## src/sv/lss_ram.sv

```systemverilog
// Generic single-port synchronous RAM with registered read.
// No dependencies.
`default_nettype none
module lss_ram #(
    parameter int WIDTH = 8,
    parameter int DEPTH = 256
) (
    input  wire logic                     clk,
    input  wire logic                     we,
    input  wire logic [$clog2(DEPTH)-1:0] addr,
    input  wire logic [WIDTH-1:0]         wdata,
    output logic      [WIDTH-1:0]         rdata
);
    logic [WIDTH-1:0] mem [DEPTH];

    always_ff @(posedge clk)
    begin
        if (we)
            mem[addr] <= wdata;
        rdata <= mem[addr];
    end
endmodule
`default_nettype wire

```

## config.mk

```make
export PLATFORM = sky130hd
export DESIGN_NAME = lss_ram
export DESIGN_NICKNAME = d
export VERILOG_FILES = /design/src/sv/lss_ram.sv
export SDC_FILE = /design/constraint.sdc
export NUM_CORES = 2
export LEC_CHECK = 0
export ABC_AREA = 1
export BUFFER_PORTS_ARGS = -buffer_cell sky130_fd_sc_hd__buf_2
export CORE_ASPECT_RATIO = 0.9
export CORE_MARGIN = 2
export CORE_UTILIZATION = 35
export DETAILED_ROUTE_END_ITERATION = 8
export PLACE_DENSITY = 0.49
export SLEW_MARGIN = 40
export SYNTH_ARGS = -nofsm -noshare
export SYNTH_HDL_FRONTEND = slang
export SYNTH_SLANG_ARGS = --single-unit
```

## constraint.sdc

```tcl
create_clock -name clk -period 3.4 [get_ports clk]
set_input_delay 0.17 -clock clk [delete_from_list [all_inputs] [get_ports clk]]
set_output_delay 0.17 -clock clk [all_outputs]
set_load 0.03 [all_outputs]
```

* Yosys cells after proc, flatten, opt, wreduce, memory -nomap -nowiden
Memories as Yosys holds them, arrays and structs flattened. A register that Yosys moved wholly into a read port is not among the register bits.
Index checks and enable logic that the tools add are counted.
** Word-level totals
- Register bits :: 0
- Bits in writable memories :: 2048
- Input port bits :: 18
- Word-level logic and storage cells :: 3
- Memories kept :: 1
** Memories
- mem :: depth 256, width 8, rd ports 1, clocked after memory_dff 1, wr ports 1, RTL line 14 : logic [WIDTH-1:0] mem [DEPTH];
** Operators by class
- Mux-type cells :: 2
** Operators by type and width (number)
- $mux W1 :: 2

* Longest topological paths before layout
- Depth after elaboration :: 2
- Gate-level depth with buffers :: 15

* Worst setup path before layout
Ideal clock, no wire load.
- Path type :: input -> register
- Start point :: input port addr[1]
- End point :: memory mem[234][0], enable pin
- Arrival :: 1640 ps
- Data required time :: 3030 ps
- Path slack :: 1390 ps
- Cell stages on the path :: 10
- Path buffers :: 4
- Cells stage by stage :: buf_4 inv_4 nor2_8 buf_4 buf_4 inv_2 nor2_1 nand2_1 clkbuf_1 nor2_1
** RTL lines
- start, declared :: RTL line 10 : input wire logic [$clog2(DEPTH)-1:0] addr,
- end, declared :: RTL line 14
No word-level cell before the write port.

==> results summary <==
The number of iterations in the first detailed-routing pass came out at 5. The area of the core region is 241,100 sq um. The cell count after synthesis came out at 8,021. The number of nets in the finished design is 8,143. The overall power after layout came out at 53.66 mW.

The maximum count of clock buffers along a single path is 3. Once placement completed, the tool counted placed cells totaling 11.11k. The class of the tightest hold or removal check is in -> reg. The worst setup path is captured at a register. The finished layout holds 11.50k standard cells, fillers aside. The maximum clock rate came out at 0.4080 GHz. The synthesis-stage register bit count is 2,056. CTS saw 2,056 sinks.

For flop-to-flop paths, the worst setup slack is 1.12 ns. The hold slack came out at 0.1476 ns. The number of remaining DRC errors is 0. The die area is 246,400 sq um. The final core area utilization is 40.23%.

The maximum VDD drop came out at 562.8 uV. The last weighted congestion value of the routability-driven placer is 0.8301. The first global-routing pass estimated 365,600 um of wire. The most critical setup path has its endpoint at rdata[3]$_DFF_P_. Yosys printed 0 warnings.

Using the TritonRoute via totals, the vias-per-cell ratio works out to 4.847. The type of the worst setup path is in -> reg. Entering global routing, the biggest net connects 165 pins.

A synthesized cell averages 10.58 sq um. The initial core utilization is 35.19%. The layout overhead on the synthesized area came out at 14.31%. The flow ran to the end, and the final reports show no timing, DRC or antenna violations. The residual antenna-violating net count after detailed routing came out at 0. The post-cts sizing count came out at 0.

Dividing the detail-routed wire length by the instance count gives 21.53 um. The port buffer count is 25. The static power due to leakage came out at 38.06 nW. After clock tree synthesis, the clock-pin slew on the worst setup and hold paths is 0.06 ns.

The overall via count from detail_route came out at 55.72k. The synthesized netlist occupies a cell area of 84,860 sq um. Before CTS, the worst setup slack after placement is 0.1544 ns.

Setup repair after global routing left no endpoint under its margin. The worst register-to-register path ends at rdata[1]$_DFF_P_. The pin slew with the least headroom to its limit is 0.9547 ns. The time the final worst path needs with I/O delays and setup came out at 2.451 ns. The routed wire length came out at 247,500 um.

The H-tree was split into 4 levels. The number of fill cells in the layout came out at 23.26k. The data arrival time of the critical path came out at 3.23 ns. The latest clock arrival within the worst-skew pair came out at 0.85 ns.

After routing the design area is 97,000 sq um. Max-cap violations in this run came to 0. The worst-case headroom to the max-slew limit is 36.36%. The number of buffers inserted to repair setup after CTS is 0.

The root buffer selected by CTS is sky130_fd_sc_hd__clkbuf_16. The I/O pin count came out at 26. Cells with a size suffix above 1 make up 7.803% of the layout. In this run the power density over the cells is 553.3 nW/um^2. Once placement finished, the instance area stood at 90,250 sq um. The count of final max-slew check failures was 0. The total global routing overflow is 0. The chip height is 471.1 um. The hold violation count in the final report came to 0. The part of the Yosys area used for sequential elements is 72.66%.

The number of distinct library cell variants in the gate-level netlist after synthesis is 18. The worst endpoint required time came out at 4.18 ns. From left edge to right edge, the die measures 523.0 um.

The number of antenna violations at the first check in global routing came out at 12. The setup slack after layout came out at 0.9490 ns. The number of placement rows came out at 171. The final count of negative-setup-slack endpoints came out at 0. Counting the buffers created by CTS gives 209. The HPWL after detailed placement came out at 147,300 um. TritonCTS built the clock tree. In this run the critical register-to-register path is launched from mem[135][1]$_DFFE_PP_. In this run the worst setup path begins at addr[3].

The logic depth of the worst register-to-register path came out at 12. The worst setup path is launched from an input port. The clock arrives with 0.03096 ns of skew. The top fanout value on the critical path is 33. The summed negative setup slack over all endpoints came out at 0 ns.

The initial DRC count came out at 5,388. For this run, the total global-route usage over all layers was measured as 19.91%. The via count of the first global-routing pass is 54.07k. The number of nets produced by synthesis is 8,039.

Of the available clock period, the critical path in the final layout requires 72.09%.
[layout make-up]
type,count,area [sq um],area share (%)
Tap cell,3200,4004,4.128
Antenna cell,3,7.507,0.007740
Clock inverter,111,1005,1.036
Timing Repair Buffer,310,3263,3.364
Sequential cell,2056,61660,63.57
Inverter,35,165.2,0.1703
Multi-Input combinational cell,5513,21350,22.01
Clock buffer,267,5542,5.713
[worst min-delay path by stage]
stage / to / startpoint / depth (start not counted) / slack [ns]
final: mem[182][0]$_DFFE_PP_ / we / 3 / 0.15
after global routing: mem[182][0]$_DFFE_PP_ / we / 3 / 0.19
after CTS: mem[182][0]$_DFFE_PP_ / we / 3 / 0.09
after detailed placement: mem[150][0]$_DFFE_PP_ / wdata[0] / 1 / 0.60
after global placement: mem[150][3]$_DFFE_PP_ / wdata[3] / 1 / 0.60
after floorplan: mem[0][0]$_DFFE_PP_ / wdata[0] / 0 / 0.27
[routing by layer]
metal	vias up	GRT usage [%]	part of all wire (%)
li1	26589	-	-
met1	27382	29.37	47
met2	1447	30.90	45
met3	297	2.826	5.4
met4	2	4.855	2.3
met5	-	0	0.0048
[cells in the mapped netlist, drive strengths merged]
master | instances | area [sq um]
nand3 | 188 | 940.9
o21ai | 160 | 800.8
a21oi | 32 | 160.2
inv | 35 | 136.4
nor2 | 362 | 1375
dfxtp | 8 | 160.2
buf | 247 | 1230
nand2 | 4771 | 17920
edfxtp | 2048 | 61500
clkbuf | 170 | 638.1
[state kept, by name (all words and copies together) (netlist names)]
signal,count
mem,2048
rdata,8
[cells in the final DEF, fill, tap and decap left out, types with 11 or more instances in the layout]
cell type | Yosys | layout
sky130_fd_sc_hd__a21oi_1 | 32 | 32
sky130_fd_sc_hd__buf_12 | 0 | 67
sky130_fd_sc_hd__buf_2 | 182 | 15
sky130_fd_sc_hd__buf_4 | 6 | 208
sky130_fd_sc_hd__bufinv_16 | 0 | 16
sky130_fd_sc_hd__clkbuf_1 | 170 | 52
sky130_fd_sc_hd__clkbuf_16 | 0 | 212
sky130_fd_sc_hd__clkinv_1 | 0 | 43
sky130_fd_sc_hd__clkinv_2 | 0 | 33
sky130_fd_sc_hd__edfxtp_1 | 2048 | 2048
sky130_fd_sc_hd__inv_1 | 31 | 28
sky130_fd_sc_hd__nand2_1 | 4770 | 4759
sky130_fd_sc_hd__nand2_2 | 0 | 11
sky130_fd_sc_hd__nand3_1 | 188 | 188
sky130_fd_sc_hd__nor2_1 | 361 | 319
sky130_fd_sc_hd__nor2_2 | 0 | 37
sky130_fd_sc_hd__o21ai_0 | 41 | 41
sky130_fd_sc_hd__o21ai_1 | 119 | 119
[critical path: stages]
cell                      delay (ns)
sky130_fd_sc_hd__buf_2          0.22
sky130_fd_sc_hd__nand2_1        0.21
sky130_fd_sc_hd__inv_4          0.45
sky130_fd_sc_hd__buf_12         0.25
sky130_fd_sc_hd__buf_4          0.25
sky130_fd_sc_hd__nand2_1        0.10
sky130_fd_sc_hd__nand2_1        0.12
sky130_fd_sc_hd__o21ai_1        0.07
sky130_fd_sc_hd__nand2_1        0.19
sky130_fd_sc_hd__nor2_1         0.07
sky130_fd_sc_hd__nor2_1         0.57
sky130_fd_sc_hd__nor2_1         0.33
sky130_fd_sc_hd__nand2_1        0.16
[cell families after synthesis]
| family | share of synthesized area (%) |
|---|---|
| and+or+nand+nor | 23.84 |
| DFF | 72.66 |
| buffers and inverters | 2.362 |
| AOI/OAI and AO/OA | 1.132 |
[power by group]
group          switching (mW)  internal (mW)  total, mW
sequential             0.0334           27.9       28.0
clock                    9.76           12.7       22.4
combinational            2.49          0.780       3.27
total                    12.3           41.4       53.7
[repair_timing]
action	4_1_cts	5_1_grt
hold buffers	8	0
endpoints found under the setup margin	0	0
endpoints found under the hold margin	533	0
Note: power is estimated with default switching activity, not from simulation.
